File: config.mk
export PLATFORM = sky130hd
export DESIGN_NAME = terfr_cell
export DESIGN_NICKNAME = d
export VERILOG_FILES = /design/src/terfr_pkg.sv /design/src/terfr_cell.sv
export SDC_FILE = /design/constraint.sdc
export NUM_CORES = 1
export LEC_CHECK = 0
export BUFFER_PORTS_ARGS = -buffer_cell sky130_fd_sc_hd__buf_2
export CAP_MARGIN = 20
export CORE_AREA = 2 2 127 129
export CTS_CLUSTER_SIZE = 24
export DETAILED_ROUTE_END_ITERATION = 6
export DIE_AREA = 0 0 129 131
export PLACE_DENSITY_LB_ADDON = 0.05
export SLEW_MARGIN = 20
export SYNTH_ARGS = -nofsm -noshare
export SYNTH_HDL_FRONTEND = slang
export SYNTH_SLANG_ARGS = --single-unit
File: constraint.sdc
create_clock -name clk -period 5.04 [get_ports clk]
set_clock_uncertainty 0.15 [all_clocks]
set_input_delay 0 -clock clk [delete_from_list [all_inputs] [get_ports clk]]
set_output_delay 0 -clock clk [all_outputs]
set_load 0.02 [all_outputs]
File: src/terfr_pkg.sv
`default_nettype none
package terfr_pkg;

	localparam int TILE_SIZE = 64;
	localparam int COORD_W = 6;
	localparam int DELTA_W = COORD_W + 1;
	localparam int PROD_W = 2 * DELTA_W;
	localparam int EDGE_W = PROD_W + 1;
	localparam int COV_W = 64;
	localparam int COLOR_W = 32;
	localparam int S_FIELDS_W = 6 * COORD_W + COLOR_W;
	localparam int S_TDATA_W = ((S_FIELDS_W + 7) / 8) * 8;
	localparam int M_FIELDS_W = 2 * COORD_W + COV_W + COLOR_W;
	localparam int M_TDATA_W = ((M_FIELDS_W + 7) / 8) * 8;
	localparam int M_PAD_W = M_TDATA_W - M_FIELDS_W;

	typedef logic [COORD_W-1:0] coord_t;
	typedef logic [DELTA_W-1:0] delta_t;
	typedef logic [PROD_W-1:0] prod_t;
	typedef logic [EDGE_W-1:0] edge_t;

	typedef enum logic [2:0] {
		ST_IDLE,
		ST_BOX,
		ST_MUL,
		ST_SUM,
		ST_FEED,
		ST_DRAIN
	} state_t;

	typedef struct packed {
		coord_t x0;
		coord_t y0;
		coord_t x1;
		coord_t y1;
		coord_t x2;
		coord_t y2;
		logic [COLOR_W-1:0] color;
	} tri_in_t;

	typedef struct packed {
		coord_t xmin;
		coord_t span_w;
		edge_t c0;
		edge_t c1;
		edge_t c2;
		logic [COLOR_W-1:0] color;
	} tri_t;

	typedef struct packed {
		logic valid;
		logic last;
		coord_t row;
		edge_t w0;
		edge_t w1;
		edge_t w2;
		logic [COV_W-1:0] mask;
	} link_t;

	function automatic coord_t clamp_coord(coord_t v);
		coord_t r;
		r = v;
		if ({1'b0, v} >= DELTA_W'(TILE_SIZE)) begin
			r = COORD_W'(TILE_SIZE - 1);
		end
		return r;
	endfunction

	function automatic edge_t sext_delta(delta_t d);
		return {{(EDGE_W-DELTA_W){d[DELTA_W-1]}}, d};
	endfunction

	function automatic edge_t sext_prod(prod_t p);
		return {{(EDGE_W-PROD_W){p[PROD_W-1]}}, p};
	endfunction

	function automatic prod_t smul(delta_t a, delta_t b);
		logic signed [PROD_W-1:0] sa;
		logic signed [PROD_W-1:0] sb;
		sa = signed'({{(PROD_W-DELTA_W){a[DELTA_W-1]}}, a});
		sb = signed'({{(PROD_W-DELTA_W){b[DELTA_W-1]}}, b});
		return PROD_W'(sa * sb);
	endfunction

endpackage
`default_nettype wire

File: src/terfr_cell.sv
`default_nettype none
module terfr_cell (
	input  wire logic              clk,
	input  wire logic              arst_n,
	input  wire logic              en,
	input  wire terfr_pkg::coord_t idx,
	input  wire terfr_pkg::tri_t   tri_info,
	input  wire terfr_pkg::link_t  link_in,
	output terfr_pkg::link_t       link_out
);
	import terfr_pkg::*;

	logic valid_q;
	logic last_q;
	coord_t row_q;
	edge_t w0_q;
	edge_t w1_q;
	edge_t w2_q;
	logic [COV_W-1:0] mask_q;
	logic hit;

	// pixel inside when the edge values w0, w1 and w2 are all non-negative and column in the box
	assign hit = !link_in.w0[EDGE_W-1] && !link_in.w1[EDGE_W-1] && !link_in.w2[EDGE_W-1]
		&& (idx <= tri_info.span_w);

	always_ff @(posedge clk or negedge arst_n) begin
		if (!arst_n) begin
			valid_q <= 1'b0;
		end else if (en) begin
			valid_q <= link_in.valid;
		end
	end

	always_ff @(posedge clk) begin
		if (en) begin
			last_q <= link_in.last;
			row_q <= link_in.row;
			w0_q <= link_in.w0;
			w1_q <= link_in.w1;
			w2_q <= link_in.w2;
			mask_q <= link_in.mask | (hit ? (COV_W'(1) << idx) : COV_W'(0));
		end
	end

	assign link_out.valid = valid_q;
	assign link_out.last = last_q;
	assign link_out.row = row_q;
	assign link_out.w0 = w0_q + tri_info.c0;
	assign link_out.w1 = w1_q + tri_info.c1;
	assign link_out.w2 = w2_q + tri_info.c2;
	assign link_out.mask = mask_q;

	a_mask_upper_clear: assert property (@(posedge clk) disable iff (!arst_n)
		valid_q |-> ((mask_q >> idx) < COV_W'(2)))
		else $error("coverage bit set beyond this cell");

endmodule
`default_nettype wire

After elaboration in Yosys (flattened, before gate mapping). Cells that the tools add are included.

Shift-type cells: 1. $lt $le $gt $ge: 1. $add $sub $neg: 3. Reduce and logical (&&, ||, !) cells: 6. Bitwise gates (word level): 1. Mux-type cells: 1.

Operators with widths (number): $mux 64 (1); $or 64x64->64 (1); $shl 1x6->64 const A (1); $add 15x15->15 (3); $le 6x6->1 (1); $logic_and 1x1->1 (3); $logic_not 1->1 (3).

Input bits: 215. Register bits: 117.

Depth between registers and ports, before layout.
Depth in word-level cells: 6. Gate-level depth with buffers: 8.

Least setup slack after synthesis. No wires, ideal clock.

Path type: register to output. Start: register w0_q[2]. End: output link_out[106] (netlist name). Arrival: 2.260 ns. Required time: 4.890 ns. Stages on the path, launching flop included: 7. Setup slack: 2.630 ns. Cell sequence: edfxtp_1 ha_1 a211oi_1 o21bai_1 a211oi_1 or2_2 o311ai_0.

RTL lines: from (decl) (line terfr_cell.sv:16) `edge_t w0_q;`; from (signal assigned) (line terfr_cell.sv:38) `w0_q <= link_in.w0;`; to (decl) (line terfr_cell.sv:9) `output terfr_pkg::link_t link_out`.

==> run_results.csv <==
group,metric,value,unit
global_route,grt_pass1_wl,28.8,mm
cts,clkTransAtPathRegs,0.06,ns
final_layout,regArea,0.00351,mm²
synthesis,yosys.area.top_type,"edfxtp_1",
sta,tightest_slew,0.965,ns
power,ir_worst_vdd,0.263,mV
final_layout,drive_gt1_share,35.2,%
setup_path,cp_max_fo,3,
global_route,grt_pass1_vias,5929,
job,cap_violations,0,
die,placementRows,46,
sta,min_period_over_period,61.5,%
cts,cts_tree,"yes",
setup_path,crit_path_end_kind,"primary output",
cts,cts_resized,0,
global_route,grt_overflow,0,
final_layout,syn2layout_area_growth,55.8,%
power,seqPwrFrac,36.1,%
die,fp.dieW,129,µm
power,clkPwrFrac,36.5,%
global_route,antenna_found_initial,0,
synthesis,syn_area_per_cell,12.8,µm²
synthesis,syn_inst,503,
power,leakage,4.36,nW
power,finalPower,3.26,mW
place,gp_congestion,0.843,
die,die-area,0.0169,mm²
final_layout,utilization,64.2,%
sta,setup-violations-final,0,
die,start_util,41.2,%
setup_path,cp_data_arrival_time,2.95,ns
power,p_switching,995,µW
sta,tns,0,ns
power,power_density,326,mW/mm²
setup_path,critPathLaunchType,"flop",
global_route,grt_usage,22.4,%
final_layout,diodes,0,
routing,remaining_drc_errors,0,
min_path,holdPathStages,3,
synthesis,synth_top_area_share,54.2,%
sta,rsz0062_at_grt,"no",
synthesis,yosys_warnings,0,
cts,cts_buffers,17,
cts,cts.sink_count,117,
place,io_buffers,293,
routing,viasPerCell,4.98,
routing,ant_nets,0,
min_path,hp-class,"in -> reg",
final_layout,layout.nets,1208,
final_layout,multi_input_area,0.00279,mm²
synthesis,synth.area.top_cells,"edfxtp_1 54%, ha_1 9.3%, o21bai_1 7.6%",
global_route,grt_max_degree,74,
setup_path,path_class,"reg -> out",
sta,setup_ws,1.94,ns
power,swShare,30.5,%
synthesis,syn_area,0.00643,mm²
sta,relSlewSlack,35.7,%
power,p_comb_share,27.3,%
cts,htreeDepth,4,
synthesis,synth_edf_count,116,
cts,clock_latency,0.41,ns
synthesis,yosysSeqAreaShare,54.6,%
run_status,status,"complete, no violations",
synthesis,synth.most_common_cell,"edfxtp_1",
routing,drt_iter0_markers,275,
synthesis,synthesis.nets,769,
die,ios,332,
cts,cts_setup_buffers,0,
place,post-place-ws,2.39,ns
sta,fmax,322,MHz
power,p_int,2.27,mW
synthesis,synthTopCellsByCount,"116 x edfxtp_1, 65 x o21bai_1, 48 x ha_1",
routing,drt-wirelength-per-cell,16.6,µm
die,coreArea,0.0156,mm²
final_layout,n_fill_cell,1252,
routing,wirelength,19.4,mm
cts,cts_root_buf,"clkbuf_16",
setup_path,critical_path_required,4.89,ns
die,die_h,131,µm
synthesis,async_flop_share,0.855,%
sta,hold_viol_final,0,
sta,maxSlewViolCount,0,
cts,cts_buffer_depth,2,
setup_path,r2r_cells,1,
sta,period_needed,3.10,ns
synthesis,ys_ff_latch,117,
synthesis,synth_ff_type,"edfxtp_1",
routing,drtPass1Iterations,7,
place,dpl.hpwl,14.0,mm
synthesis,ys_types,51,
routing,vias,5833,
## final cells by class
type                            count  area share (%)
Clock buffer                       17            4.25
Inverter                           19           0.712
Clock inverter                     15            1.51
Timing Repair Buffer              427            28.0
Tap cell                          216            2.70
Multi-Input combinational cell    360            27.8
Sequential cell                   117            35.0
## metrics by stage
step / cell area, µm² / hold WS (ns) / instances
2_1_floorplan: 6430 / -0.446 / 503
3_3_place_gp: 8110 / -0.375 / 1006
3_5_place_dp: 8110 / -0.371 / 1006
4_1_cts: 10000 / 0.00285 / 1171
5_1_grt: 10000 / 0.0276 / 1171
6_report: 10000 / 0.0252 / 1171
## layer usage
| layer | wire length, µm | up-vias | GRT usage [%] |
|---|---|---|---|
| met4 | 383 | 0 | 8.76 |
| met1 | 7260 | 2744 | 24.2 |
| met3 | 1430 | 38 | 6.60 |
| li1 | - | 2839 | - |
| met2 | 10300 | 212 | 41.3 |
| met5 | 0 | - | 0 |
## final timing paths
check / start / endpoint / slack, ns
max in group asynchronous: arst_n / valid_q / 4.37
max: w1_q[0] / link_out[91] / 1.94
min: idx[4] / mask_q[62] / 0.03
min reg2reg: valid_q / valid_q / 0.36
min in group asynchronous: arst_n / valid_q / 0.27
max reg2reg: valid_q / valid_q / 4.15
## worst max-delay path: stages, from the launching register on
cell	delay, ns
edfxtp_1	0.37
ha_1	0.23
fa_1	0.42
a21oi_1	0.23
a2bb2oi_1	0.27
o311ai_0	0.27
o41ai_1	0.40
xnor2_1	0.17
buf_2	0.19
## power groups by stage
stage	Sequential, mW	Clock, mW	Combinational (mW)
2_1_floorplan	1.26	0	0.453
3_3_place_gp	1.20	0	0.791
3_5_place_dp	1.20	0	0.807
4_1_cts	1.18	1.21	0.891
5_1_grt	1.19	1.26	0.964
6_report	1.18	1.19	0.892
## cells by family (layout without fill, tap and decap cells)
| family | count (synthesis) | in the layout | synth area share (%) |
|---|---|---|---|
| AO/OA/AOI/OAI | 173 | 173 | 20.7 |
| flip-flops | 117 | 117 | 54.6 |
| AND/OR/NAND/NOR | 101 | 101 | 7.57 |
| adder cells (fa/ha/maj) | 51 | 51 | 10.3 |
| XOR/XNOR | 34 | 34 | 4.63 |
| buffers and inverters | 26 | 478 | 2.10 |
| multiplexers | 1 | 1 | 0.175 |
## layout by cell type (no fill, tap or decap), drive strengths merged, types with 3 or more instances in the layout
master | netlist | final
nand4 | 4 | 4
fa | 3 | 3
nor3 | 13 | 13
xor2 | 13 | 13
buf | 6 | 294
edfxtp | 116 | 116
o21bai | 67 | 67
nor2 | 29 | 29
nand3 | 13 | 13
xnor2 | 21 | 21
nor2b | 6 | 6
clkinv | 0 | 6
o2111ai | 4 | 4
nand2 | 23 | 23
inv | 19 | 24
a21oi | 28 | 28
and3 | 5 | 5
o211ai | 4 | 4
a21o | 23 | 23
o41ai | 3 | 3
a211oi | 5 | 5
o311ai | 3 | 3
o21ai | 14 | 14
ha | 48 | 48
clkbuf | 1 | 17
dlygate4sd3 | 0 | 133
## state kept, by name, summed over array words and instances (netlist names)
register and flops:
mask_q 64, w1_q 15, w2_q 15, last_q 1, row_q 6, w0_q 15, valid_q 1
## what timing repair did
item	in CTS	in global routing
hold buffers	133	0
endpoints found under the setup margin	0	0
hold endpoints to repair	118	0
Note: power is estimated with default switching activity, not from simulation.
