===== src/terfr_pkg.sv =====
`default_nettype none
package terfr_pkg;

	localparam int TILE_SIZE = 64;
	localparam int COORD_W = 6;
	localparam int DELTA_W = COORD_W + 1;
	localparam int PROD_W = 2 * DELTA_W;
	localparam int EDGE_W = PROD_W + 1;
	localparam int COV_W = 64;
	localparam int COLOR_W = 32;
	localparam int S_FIELDS_W = 6 * COORD_W + COLOR_W;
	localparam int S_TDATA_W = ((S_FIELDS_W + 7) / 8) * 8;
	localparam int M_FIELDS_W = 2 * COORD_W + COV_W + COLOR_W;
	localparam int M_TDATA_W = ((M_FIELDS_W + 7) / 8) * 8;
	localparam int M_PAD_W = M_TDATA_W - M_FIELDS_W;

	typedef logic [COORD_W-1:0] coord_t;
	typedef logic [DELTA_W-1:0] delta_t;
	typedef logic [PROD_W-1:0] prod_t;
	typedef logic [EDGE_W-1:0] edge_t;

	typedef enum logic [2:0] {
		ST_IDLE,
		ST_BOX,
		ST_MUL,
		ST_SUM,
		ST_FEED,
		ST_DRAIN
	} state_t;

	typedef struct packed {
		coord_t x0;
		coord_t y0;
		coord_t x1;
		coord_t y1;
		coord_t x2;
		coord_t y2;
		logic [COLOR_W-1:0] color;
	} tri_in_t;

	typedef struct packed {
		coord_t xmin;
		coord_t span_w;
		edge_t c0;
		edge_t c1;
		edge_t c2;
		logic [COLOR_W-1:0] color;
	} tri_t;

	typedef struct packed {
		logic valid;
		logic last;
		coord_t row;
		edge_t w0;
		edge_t w1;
		edge_t w2;
		logic [COV_W-1:0] mask;
	} link_t;

	function automatic coord_t clamp_coord(coord_t v);
		coord_t r;
		r = v;
		if ({1'b0, v} >= DELTA_W'(TILE_SIZE)) begin
			r = COORD_W'(TILE_SIZE - 1);
		end
		return r;
	endfunction

	function automatic edge_t sext_delta(delta_t d);
		return {{(EDGE_W-DELTA_W){d[DELTA_W-1]}}, d};
	endfunction

	function automatic edge_t sext_prod(prod_t p);
		return {{(EDGE_W-PROD_W){p[PROD_W-1]}}, p};
	endfunction

	function automatic prod_t smul(delta_t a, delta_t b);
		logic signed [PROD_W-1:0] sa;
		logic signed [PROD_W-1:0] sb;
		sa = signed'({{(PROD_W-DELTA_W){a[DELTA_W-1]}}, a});
		sb = signed'({{(PROD_W-DELTA_W){b[DELTA_W-1]}}, b});
		return PROD_W'(sa * sb);
	endfunction

endpackage
`default_nettype wire


===== src/terfr_setup.sv =====
`default_nettype none
module terfr_setup (
	input  wire logic               clk,
	input  wire logic               arst_n,
	input  wire logic               s_tvalid,
	output logic                    s_tready,
	input  wire terfr_pkg::tri_in_t tri_in,
	input  wire logic               en,
	input  wire logic               done,
	output terfr_pkg::link_t        head,
	output terfr_pkg::tri_t         tri_info
);
	import terfr_pkg::*;

	state_t state_q;
	state_t state_d;
	logic accept;
	logic feed;

	coord_t vx_q [3];
	coord_t vy_q [3];
	logic [COLOR_W-1:0] color_q;
	coord_t xmin_q;
	coord_t xmax_q;
	coord_t ymin_q;
	coord_t ymax_q;
	coord_t yrow_q;
	delta_t c_q [3];
	delta_t r_q [3];
	prod_t pa_q [3];
	prod_t pb_q [3];
	logic [2:0] bias_q;
	edge_t hw_q [3];
	coord_t xlo01;
	coord_t xhi01;
	coord_t ylo01;
	coord_t yhi01;

	assign accept = s_tvalid && s_tready;

	always_ff @(posedge clk or negedge arst_n) begin
		if (!arst_n) begin
			state_q <= ST_IDLE;
		end else begin
			state_q <= state_d;
		end
	end

	always_comb begin
		state_d = state_q;
		unique case (state_q)
			ST_IDLE: begin
				if (accept) begin
					state_d = ST_BOX;
				end
			end
			ST_BOX: begin
				state_d = ST_MUL;
			end
			ST_MUL: begin
				state_d = ST_SUM;
			end
			ST_SUM: begin
				state_d = ST_FEED;
			end
			ST_FEED: begin
				if (en && (yrow_q == ymax_q)) begin
					state_d = ST_DRAIN;
				end
			end
			ST_DRAIN: begin
				if (done) begin
					state_d = ST_IDLE;
				end
			end
			default: begin
				state_d = ST_IDLE;
			end
		endcase
	end

	always_comb begin
		s_tready = 1'b0;
		feed = 1'b0;
		unique case (state_q)
			ST_IDLE: begin
				s_tready = 1'b1;
			end
			ST_FEED: begin
				feed = 1'b1;
			end
			ST_BOX, ST_MUL, ST_SUM, ST_DRAIN: begin
				s_tready = 1'b0;
			end
			default: begin
				s_tready = 1'b0;
			end
		endcase
	end

	assign xlo01 = (vx_q[0] < vx_q[1]) ? vx_q[0] : vx_q[1];
	assign xhi01 = (vx_q[0] > vx_q[1]) ? vx_q[0] : vx_q[1];
	assign ylo01 = (vy_q[0] < vy_q[1]) ? vy_q[0] : vy_q[1];
	assign yhi01 = (vy_q[0] > vy_q[1]) ? vy_q[0] : vy_q[1];

	always_ff @(posedge clk) begin
		if (accept) begin
			vx_q[0] <= clamp_coord(tri_in.x0);
			vy_q[0] <= clamp_coord(tri_in.y0);
			vx_q[1] <= clamp_coord(tri_in.x1);
			vy_q[1] <= clamp_coord(tri_in.y1);
			vx_q[2] <= clamp_coord(tri_in.x2);
			vy_q[2] <= clamp_coord(tri_in.y2);
			color_q <= tri_in.color;
		end
		if (state_q == ST_BOX) begin
			xmin_q <= (xlo01 < vx_q[2]) ? xlo01 : vx_q[2];
			xmax_q <= (xhi01 > vx_q[2]) ? xhi01 : vx_q[2];
			ymin_q <= (ylo01 < vy_q[2]) ? ylo01 : vy_q[2];
			ymax_q <= (yhi01 > vy_q[2]) ? yhi01 : vy_q[2];
		end
		if (state_q == ST_SUM) begin
			yrow_q <= ymin_q;
		end else if (feed && en) begin
			yrow_q <= yrow_q + COORD_W'(1);
		end
	end

	for (genvar g = 0; g < 3; g++) begin : g_edge
		localparam int A = (g + 1) % 3;
		localparam int B = (g + 2) % 3;
		delta_t off_y;
		delta_t off_x;
		logic c_pos;

		assign off_y = {1'b0, ymin_q} - {1'b0, vy_q[A]};
		assign off_x = {1'b0, xmin_q} - {1'b0, vx_q[A]};
		assign c_pos = !c_q[g][DELTA_W-1] && (c_q[g] != '0);

		always_ff @(posedge clk) begin
			if (state_q == ST_BOX) begin
				c_q[g] <= {1'b0, vy_q[A]} - {1'b0, vy_q[B]};
				r_q[g] <= {1'b0, vx_q[B]} - {1'b0, vx_q[A]};
			end
			if (state_q == ST_MUL) begin
				pa_q[g] <= smul(r_q[g], off_y);
				pb_q[g] <= smul(c_q[g], off_x);
				// left edge, or horizontal top edge
				bias_q[g] <= c_pos || ((c_q[g] == '0) && !r_q[g][DELTA_W-1] && (r_q[g] != '0));
			end
			if (state_q == ST_SUM) begin
				hw_q[g] <= sext_prod(pa_q[g]) + sext_prod(pb_q[g]) - EDGE_W'(bias_q[g]);
			end else if (feed && en) begin
				hw_q[g] <= hw_q[g] + sext_delta(r_q[g]);
			end
		end
	end

	assign head.valid = feed;
	assign head.last = (yrow_q == ymax_q);
	assign head.row = yrow_q;
	assign head.w0 = hw_q[0];
	assign head.w1 = hw_q[1];
	assign head.w2 = hw_q[2];
	assign head.mask = '0;

	assign tri_info.xmin = xmin_q;
	assign tri_info.span_w = xmax_q - xmin_q;
	assign tri_info.c0 = sext_delta(c_q[0]);
	assign tri_info.c1 = sext_delta(c_q[1]);
	assign tri_info.c2 = sext_delta(c_q[2]);
	assign tri_info.color = color_q;

	a_feed_in_box: assert property (@(posedge clk) disable iff (!arst_n)
		(state_q == ST_FEED) |-> ((yrow_q >= ymin_q) && (yrow_q <= ymax_q)))
		else $error("row outside bounding box");

	a_feed_ends: assert property (@(posedge clk) disable iff (!arst_n)
		((state_q == ST_FEED) && en && (yrow_q == ymax_q)) |=> (state_q == ST_DRAIN))
		else $error("feed did not stop after bottom row");

endmodule
`default_nettype wire


===== config.mk =====
export PLATFORM = sky130hd
export DESIGN_NAME = terfr_setup
export DESIGN_NICKNAME = d
export VERILOG_FILES = /design/src/terfr_pkg.sv /design/src/terfr_setup.sv
export SDC_FILE = /design/constraint.sdc
export NUM_CORES = 1
export LEC_CHECK = 0
export BUFFER_PORTS_ARGS = -buffer_cell sky130_fd_sc_hd__buf_4
export CORE_MARGIN = 2
export CORE_UTILIZATION = 43
export CTS_BUF_LIST = sky130_fd_sc_hd__clkbuf_8 sky130_fd_sc_hd__clkbuf_16
export CTS_CLUSTER_DIAMETER = 100
export DETAILED_ROUTE_END_ITERATION = 12
export GPL_ROUTABILITY_DRIVEN = 0
export MAX_ROUTING_LAYER = met4
export PLACE_DENSITY = 0.6
export SLEW_MARGIN = 20
export SYNTH_ARGS = -nofsm -noshare
export SYNTH_HDL_FRONTEND = slang
export SYNTH_SLANG_ARGS = --single-unit

===== constraint.sdc =====
create_clock -name clk -period 12 [get_ports clk]
set_input_delay 1.2 -clock clk [delete_from_list [all_inputs] [get_ports clk]]
set_output_delay 1.2 -clock clk [all_outputs]
set_load 0.03 [all_outputs]

-- Word level (Yosys, flattened, before mapping)
Memory sizes are Yosys's and may differ from the RTL's.
Index checks and enable logic that the tools add are counted.
Widths: inputs -> output; s select.
- register bits: 68
- memory bits (writable): 207
- input port bits: 73
- word-level logic and storage cells: 129
- memories: 7
- $add $sub $neg: 23
- multiply operators: 6
- $lt $le $gt $ge: 8
- equal/unequal tests: 9
- muxes and demuxes: 30
- bitwise operators: 3
- reduce and logical (&&, ||, !) cells: 33
- memory list (name ; depth ; width ; rd ports ; clocked after memory_dff ; wr ports ; RTL line ; text):
    hw_q ; 3 ; 15 ; 3 ; 0 ; 3 ; terfr_setup.sv:33 ; edge_t hw_q [3];
    pa_q ; 3 ; 14 ; 3 ; 0 ; 3 ; terfr_setup.sv:30 ; prod_t pa_q [3];
    pb_q ; 3 ; 14 ; 3 ; 0 ; 3 ; terfr_setup.sv:31 ; prod_t pb_q [3];
    c_q ; 3 ; 7 ; 3 ; 0 ; 3 ; terfr_setup.sv:28 ; delta_t c_q [3];
    r_q ; 3 ; 7 ; 3 ; 0 ; 3 ; terfr_setup.sv:29 ; delta_t r_q [3];
    vx_q ; 3 ; 6 ; 3 ; 0 ; 3 ; terfr_setup.sv:20 ; coord_t vx_q [3];
    +1 memories ; -- ; -- ; -- ; -- ; -- ; -- ;
- operators by type and width (kind ; number):
    $mul 7x7->14 ; 6
    $sub 6x6->7 ; 12
    $mux 6 ; 10
    $add 14x14->15 ; 3
    $add 15x15->15 ; 3
    $mux 15 ; 3
    $sub 15x1->15 ; 3
    $reduce_bool 7->1 ; 6
    $gt 6x6->1 ; 4
    $lt 6x6->1 ; 4
    $logic_not 7->1 ; 3
    $pmux 3 s6 ; 1
    $mux 1 ; 13
    $logic_and 1x1->1 ; 12
    $mux 3 ; 3
    $add 6x1->6 const B ; 1
    $eq 3x2->1 const B ; 2
    $eq 3x3->1 const B ; 2
    $eq 6x6->1 ; 1
    $logic_not 1->1 ; 6
    $ne 2x2->1 const B ; 3
    $sub 6x6->6 ; 1
    $eq 3x1->1 const B ; 1
    $logic_not 3->1 ; 1
    other kinds (4) ; 8

-- Logic depth before layout (Yosys ltp)
Gate-level depths: netlist of run 1.
- word-level depth: 7
- mapped depth: 27

-- Worst setup path after synthesis of run 1
OpenSTA, ideal clock, no wires.
- kind: register to register
- from: reg state_q[0]
- to: mem c_q[0][0] (netlist name), enable pin
- library setup time: 0.586 ns
- arrival: 5.303 ns
- setup slack: 6.110 ns
- cell stages (with the launch flop): 2
- buffers on the path: 0
- period minus slack after synthesis: 5.890 ns
- cells stage by stage: dfrtp_1 nor3b_1
- RTL lines (what ; RTL line ; text):
    from (decl) ; terfr_setup.sv:15 ; state_t state_q;
    from (signal assigned) ; terfr_setup.sv:45 ; state_q <= state_d;
    to (decl) ; terfr_setup.sv:28 ;

==> results of run 1 <==
## area by class of cell
cell class              instances  area [um2]  share of cell area (%)
clock inverters                30       336.6                   1.011
clock buffers                  39       975.9                   2.933
flip-flops and latches        275        8243                   24.77
well taps                     882        1104                   3.316
inverters                     612        2297                   6.904
multi-input cells            2041       18660                   56.08
repair buffers                221        1659                   4.986
## layer usage
metal  GRT usage [%]  routed length [um]  vias up
met2           33.60               33640      538
li1                -                   -    10000
met5               -                   0        -
met1           26.35               31120    10090
met4           6.438                2120        0
met3           3.395                3598      106
## sequential cells by signal (all words and copies together) (netlist names), 18 cells and up
register  cells
vx_q         18
color_q      32
r_q          21
vy_q         18
hw_q         45
pa_q         42
pb_q         42
c_q          21
## critical path, cell delays in order, from the launching register on
cell,delay [ns]
edfxtp_1,0.42
inv_1,0.15
ha_1,0.18
inv_2,0.04
fa_1,0.40
a21o_1,0.20
a21oi_1,0.23
nor2b_1,0.08
o21ai_1,0.13
nand2b_1,0.20
or2_1,0.28
fa_1,0.47
fa_1,0.50
inv_1,0.06
fa_1,0.47
inv_1,0.05
fa_1,0.47
inv_1,0.04
ha_1,0.30
inv_1,0.08
nor2_1,0.05
nor2_1,0.16
o21ai_1,0.12
o41ai_1,0.41
o21ai_1,0.15
xnor2_1,0.14
## layout by cell type (no fill, tap or decap), types with 11 or more instances in the layout
master	instances
mux2i_1	25
inv_2	12
nor2_1	144
buf_4	221
or2_1	12
a21oi_1	135
xnor2_1	152
a211oi_1	21
and2_1	155
nand2_1	157
o21ai_0	23
nand2b_1	30
mux2_1	11
fa_1	259
ha_1	390
o21ai_1	73
edfxtp_1	272
conb_1	64
o21bai_1	16
inv_1	602
o21a_1	20
xor2_1	68
nor2b_1	67
a21o_1	57
nor3_1	19
clkbuf_16	39
## worst max-delay path by stage
stage | from | endpoint | slack (ns) | cells after the start
after floorplan | state_q[0] | c_q[0][0] | 6.11 | 1
after global routing | xmin_q[0] | pb_q[0][13] | 5.56 | 25
after detailed placement | xmin_q[0] | pb_q[0][13] | 6.00 | 25
final | xmin_q[0] | pb_q[0][13] | 5.94 | 25
after global placement | xmin_q[0] | pb_q[0][27] | 6.12 | 26
after CTS | ymin_q[0] | pa_q[0][27] | 5.98 | 26
## per-stage QoR
step / hold slack [ns] / instance area, um2 / util, %
3_5_place_dp: 0.6351 / 31960 / 46.68
3_3_place_gp: 0.6004 / 31960 / 46.68
6_report: 0.4151 / 33280 / 48.60
5_1_grt: 0.3930 / 33280 / 48.60
2_1_floorplan: 0.5561 / 29930 / -
4_1_cts: 0.3794 / 33280 / 48.60
## kinds of logic after synthesis
kind of cell | share of synthesized area (%)
buffers and inverters | 10.25
adder cells (fa/ha/maj) | 33.89
AND/OR/NAND/NOR | 11.00
AO/OA/AOI/OAI | 8.957
flip-flops | 27.76
XOR/XNOR | 6.488
multiplexers | 1.639
other | 0.01263
==> results.yml, run 1 <==
run_status:
  status: "finished clean"
clocking:
  cts_made_buffers: 38
  cts-root-buf: "clkbuf_16"
  cts_resized: 0
  post_cts_buffers: 0
  clkSinkCount: 275
  clk_latency_ns: 0.57
  cts_buffer_depth: 3
  tritoncts: "built"
  cts_hold_buf: 0
  htreeDepth: 2
  clkTransAtPathRegs_ns: 0.06
floorplanning:
  dieArea_um2: 71180
  fp.dieW_um: 266.8
  chipHeight_um: 266.8
  start_util_pct: 43.38
  io_pins: 280
  core_um2: 68470
  rows: 96
timing:
  slew_headroom_pct: 31.03
  fin_crit_sh_pct: 50.50
  fin_skew_ns: 0.02918
  post-route-min-period_ns: 6.060
  hold_violations: 0
  fmax_mhz: 165.0
  setup_tns_ns: 0
  setup_viol_count_final: 0
  rsz0062_at_grt: "no"
  layout_setup_ws_ns: 5.940
  drv_slew: 0
  worst_pin_slew_ns: 1.034
global_routing:
  grt_pass1_vias: 21650
  grt_max_degree: 69
  grt_usage_pct: 20.63
  grt_first_pass_wirelength_um: 112700
  antenna_found_initial: 0
  grt-ovfl-total: 0
layout:
  diodes: 0
  drive_gt1_share_pct: 10.01
  finish.net_count: 3911
  stdcell_count: 4100
  area_delta_synth_final_pct: 12.05
  nFillCells: 6330
route:
  via_count: 20730
  post_drt_wl_per_cell_um: 17.19
  dr.pass1.iters: 5
  drt_wl_total_um: 70480
  drc: 0
  ant_nets: 0
  viasPerCell: 5.057
  first_iter_violations: 839
hold_path:
  min_path_type: "input port to async pin"
placement:
  pre_cts_slack_ns: 5.996
  hpwl_um: 57720
  dp.cells: 4031
  io_buffers: 215
critical_path:
  ff2ff_path_depth: 25
  critPathKind: "flop to flop"
  reg2reg_from: "xmin_q[0]"
  start_kind: "flop"
  critical_path.max_fanout: 8
  required_ns: 12.29
  crit_arrival_ns: 6.35
  endpoint_kind: "flop"
  r2r_slack_ns: 5.94
  rr_endpoint: "pb_q[0][13]"
synth:
  netlist_area_um2: 29700
  synthTopCellsByCount: "inv_1 (600), ha_1 (390), edfxtp_1 (272)"
  yosysUniqueCellTypes: 73
  seq_area_frac_synth_pct: 27.76
  synth_top_area_cell: "edfxtp_1"
  synth_warnings: 0
  synth_edf_count: 272
  synth_ff_type: "edfxtp_1"
  yosysMostFrequentCell: "inv_1"
  avgSynthCellArea_um2: 9.982
  async_reset_ff_share_pct: 1.091
  synth.area.top_cells: "edfxtp_1 (28%), fa_1 (17%), ha_1 (16%)"
  synth-seq-cells: 275
  synth_top_area_share_pct: 27.50
  synthCells: 2975
run:
  max_cap_violations: 0
Power of run 1 is not shown: default switching activity piles up to over one toggle a cycle in this logic, so the estimate is an artifact.
==> run 2: changes to the inputs <==
- PLACE_DENSITY: 0.6 -> 0.62
- clock period: 12 -> 5.45 ns (I/O delays scaled with it)
==> run 2 against run 1 <==
  * Critical path depth grew 2
  * Worst setup slack got worse by 6.0 ns
  * Flip-flop and latch count stayed put
  * The flow now finishes with violations (setup timing)
  * Sequential share of layout area shrank 1.2 points
  * Via count up 0.34%
  * Global-route usage decreased by 0.32 points
  * Critical endpoint is now pb_q[0][26]
  * Clock skew is essentially flat
  * Highest routed layer unchanged
==> results.yml, run 2 (synthesis results as in run 1) <==
timing:
  setup_viol_count_final: 7
  fmax_mhz: 181.4
  worst_pin_slew_ns: 0.9549
  fin_crit_sh_pct: 101.1
  post-route-min-period_ns: 5.512
  layout_setup_ws_ns: -0.06185
  setup_tns_ns: -0.2356
  slew_headroom_pct: 36.34
  fin_skew_ns: 0.02900
  hold_violations: 0
  rsz0062_at_grt: "yes"
  drv_slew: 0
critical_path:
  critPathTopFamily: "adder cells"
  critical_path.max_fanout: 3
  path_buf_inv: 8
  critPathKind: "flop to flop"
  start_kind: "flop"
  slowest_delay_ns: 0.49
  crit_arrival_ns: 5.84
  required_ns: 5.77
  cpMaxStageDelayCell: "fa_1"
  endpoint_kind: "flop"
  ff2ff_path_depth: 27
  path_depth: 27
floorplanning:
  io_pins: 280
  dieArea_um2: 71180
  start_util_pct: 43.38
  rows: 96
  core_um2: 68470
  chipHeight_um: 266.8
  fp.dieW_um: 266.8
global_routing:
  grt_usage_pct: 20.32
  grt_first_pass_wirelength_um: 110100
  grt_pass1_vias: 20980
  grt-ovfl-total: 0
  grt_max_degree: 68
  antenna_found_initial: 2
layout:
  area_delta_synth_final_pct: 17.86
  finish.net_count: 4070
  final_common_cell: "inv_1"
  regMostFlops: "hw_q"
  layout_common_cells: "inv_1 (588), buf_4 (374), ha_1 (369), edfxtp_1 (272), fa_1 (253)"
  largest_register_ffs: 45
  reg.largest.list: "hw_q: 45 flops, pa_q: 42 flops, pb_q: 42 flops"
  drive_gt1_share_pct: 17.36
clocking:
  clkTransAtPathRegs_ns: 0.06
  clkSinkCount: 275
  cts_buffer_depth: 3
  clk_latency_ns: 0.58
  cts-root-buf: "clkbuf_16"
  tritoncts: "built"
  cts_made_buffers: 37
  htreeDepth: 2
route:
  post_drt_wl_per_cell_um: 16.35
  viasPerCell: 4.883
  drt_wl_total_um: 69630
  ant_nets: 0
  via_count: 20800
  drc: 0
  dr.pass1.iters: 4
  first_iter_violations: 898
hold_path:
  min_path_type: "input port to flop"
  hold_depth: 1
run_status:
  status: "complete, but fails checks"
  violations: "setup timing"
placement:
  hpwl_um: 56440
  io_buffers: 215
run:
  max_cap_violations: 0
[run 2: what timing repair did]
item,CTS,global route
resized for setup,19,86
endpoints found under the setup margin,15,25
hold buffers,1,0
buffers inserted,6,16
pin swaps,19,43
hold endpoints to repair,3,0
[run 2: path summary, 6_finish.rpt]
kind                             from          end  slack, ns
setup / recovery            xmin_q[0]  pb_q[0][26]      -0.06
hold / removal              tri_in[1]   color_q[1]       0.14
setup reg to reg            xmin_q[0]  pb_q[0][26]      -0.06
hold reg to reg            hw_q[2][0]   hw_q[2][0]       0.67
max in group asynchronous      arst_n   state_q[0]       5.00
min in group asynchronous      arst_n   state_q[1]       0.36
[run 2: final cells by class]
type / instances / area, um2
multi-input combinational: 2041 / 19270
sequential: 275 / 8243
clock inverter: 30 / 264.0
inverter: 612 / 2300
tap: 882 / 1104
timing repair buffer: 381 / 2885
antenna: 2 / 5.005
clock buffer: 37 / 925.9
fill: 6263 / 33470
[run 2: metal layers]
layer | part of all wire (%) | vias to the layer above | global-route usage [%]
met3 | 5.3 | 92 | 3.681
met1 | 47 | 9945 | 27.22
li1 | - | 10320 | -
met4 | 2.7 | 0 | 6.089
met5 | 0 | - | -
met2 | 45 | 450 | 31.42
[run 2: through the flow]
stage	cells	worst slack [ns]	hold WS [ns]	instance area, um2	util (%)
4_1_cts	4243	-0.06788	0.09558	34450	50.32
2_1_floorplan	3038	-0.1157	0.2494	30080	-
5_1_grt	4260	-0.2964	0.1172	35000	51.12
3_5_place_dp	4169	-0.08720	0.3382	33110	48.36
3_3_place_gp	4169	-0.002399	0.3371	33110	48.36
6_report	4260	-0.06185	0.1425	35000	51.12
Power of run 2 is left out for the same reason.
==> run 3: changes to the inputs <==
- CORE_UTILIZATION: 43 -> 56
- PLACE_DENSITY: 0.62 -> 0.78
==> run 3 against run 2 <==
  * The flow still finishes with violations (setup timing)
  * Count of clock-buffer cells in the layout shrank 2
  * Sequential share of layout area grew 0.33 points
  * Global-route usage up 6.4 points
  * Die area is 23% lower
  * Register-to-register slack got worse by 0.17 ns
  * First-iteration DRC count is 42% higher
  * Worst hold slack better by 0.013 ns
  * Flip-flop and latch count is the same
  * Wire length is 2.4% higher
  * Core utilization grew 15 points
  * Final cell count shrank 5.5%
  * Worst setup slack lost 0.17 ns
==> results.yml, run 3 (synthesis results as in run 1) <==
run_status:
  status: "complete, but fails checks"
  violations: "setup timing"
placement:
  io_buffers: 215
  dp.cells: 3932
  hpwl_um: 56810
layout:
  finish.net_count: 4038
  final_common_cell: "inv_1"
  stdcell_count: 4027
  reg.largest.list: "hw_q: 45 flops, pa_q: 42 flops, pb_q: 42 flops"
  largest_register_ffs: 45
  layout_common_cells: "inv_1 (584), ha_1 (367), buf_4 (346), edfxtp_1 (272), fa_1 (253)"
  regMostFlops: "hw_q"
  area_delta_synth_final_pct: 16.25
  drive_gt1_share_pct: 16.69
clocking:
  clkTransAtPathRegs_ns: 0.06
  clk_latency_ns: 0.56
  cts-root-buf: "clkbuf_16"
  htreeDepth: 2
  tritoncts: "built"
  clkSinkCount: 275
  cts_made_buffers: 35
  cts_buffer_depth: 3
timing:
  fin_skew_ns: 0.03499
  post-route-min-period_ns: 5.684
  layout_setup_ws_ns: -0.2345
  hold_violations: 0
  fmax_mhz: 175.9
  drv_slew: 0
  fin_crit_sh_pct: 104.3
  worst_pin_slew_ns: 1.010
  rsz0062_at_grt: "yes"
  slew_headroom_pct: 32.63
  setup_viol_count_final: 11
global_routing:
  grt_usage_pct: 26.76
  antenna_found_initial: 1
  grt_max_degree: 69
  grt_pass1_vias: 22750
  grt_first_pass_wirelength_um: 112300
  grt-ovfl-total: 0
floorplanning:
  fp.dieW_um: 234.3
  core_um2: 52450
  io_pins: 280
  start_util_pct: 56.63
  rows: 84
  chipHeight_um: 234.3
  dieArea_um2: 54890
critical_path:
  critical_path.max_fanout: 3
  required_ns: 5.74
  crit_arrival_ns: 5.98
  critPathKind: "flop to flop"
  start_kind: "flop"
  endpoint_kind: "flop"
route:
  drc: 0
  first_iter_violations: 1275
  via_count: 21690
  dr.pass1.iters: 5
  post_drt_wl_per_cell_um: 17.70
  ant_nets: 0
  viasPerCell: 5.386
  drt_wl_total_um: 71290
run:
  max_cap_violations: 0
hold_path:
  min_path_type: "input port to flop"
-- run 3: cell types whose count changed in the layout (fill, tap and decap cells not counted), moves of 3 or more --
cell and delta:
bufinv_16 +4, clkinvlp_4 -4, buf_4 -28, inv_1 -4, inv_4 +3
-- run 3: critical path: stages (launching register included) --
cell and delay, ns:
edfxtp_1 0.39, inv_2 0.11, buf_4 0.13, ha_4 0.12
inv_2 0.04, fa_2 0.34, a21o_1 0.20, a21oi_2 0.20
nor2b_1 0.08, o21ai_1 0.13, nand2b_1 0.08, or2_1 0.25
fa_1 0.48, fa_1 0.50, inv_1 0.05, fa_1 0.49
inv_2 0.04, fa_1 0.48, inv_2 0.04, ha_4 0.22
inv_4 0.07, nor2_1 0.06, nor2_2 0.15, o21ai_2 0.09
o41ai_4 0.34, buf_4 0.17, buf_4 0.10, xnor2_1 0.06
-- run 3: layout make-up --
| type | instances | area [um2] |
|---|---|---|
| multi-input cells | 2041 | 19280 |
| fillers | 3842 | 17920 |
| flip-flops and latches | 275 | 8243 |
| repair buffers | 351 | 2653 |
| inverters | 612 | 2307 |
| clock buffers | 35 | 875.8 |
| well taps | 688 | 860.8 |
| clock inverters | 24 | 304.0 |
| diodes | 1 | 2.502 |
-- run 3: path summary, 6_finish.rpt --
check | from | end | slack, ns | cells past startpoint
min in group asynchronous | arst_n | state_q[1] | 0.32 | 2
worst min-delay path | tri_in[7] | color_q[7] | 0.16 | 1
max in group asynchronous | arst_n | state_q[0] | 5.04 | 2
worst max-delay path | xmin_q[0] | pb_q[0][11] | -0.23 | 27
worst min register to register | state_q[2] | state_q[0] | 0.69 | 3
worst max register to register | xmin_q[0] | pb_q[0][11] | -0.23 | 27
-- run 3: stage by stage --
| stage | hold slack, ns | cell area, um2 | TNS, ns | worst slack [ns] | utilization (%) |
|---|---|---|---|---|---|
| finish | 0.1557 | 34520 | -1.166 | -0.2345 | 65.83 |
| global route | 0.1460 | 34520 | -5.424 | -0.4066 | 65.83 |
| CTS | 0.1368 | 33970 | -0.5223 | -0.1015 | 64.78 |
| detailed placement | 0.3384 | 32540 | -1.385 | -0.1832 | 62.05 |
| global placement | 0.3368 | 32540 | -0.01598 | -0.01598 | 62.05 |
| floorplan | 0.2494 | 30080 | -0.3200 | -0.1157 | - |
-- run 3: layer usage --
| layer | vias to the layer above | track usage, % | part of all wire [%] | wire [um] |
|---|---|---|---|---|
| met1 | 10500 | 32.67 | 41 | 29130 |
| met2 | 777 | 44.48 | 49 | 34950 |
| met3 | 163 | 4.426 | 6.5 | 4631 |
| li1 | 10240 | - | - | - |
| met4 | 0 | 10.44 | 3.6 | 2575 |
| met5 | - | - | 0 | 0 |
-- run 3: timing repair --
item                                   4_1_cts  5_1_grt
gates resized for setup                     29       81
hold buffers                                 1        0
setup endpoints to repair                   17       29
buffers inserted                            13       24
pin swaps                                   31       47
endpoints found under the hold margin        3        0
Power of run 3 is left out for the same reason.
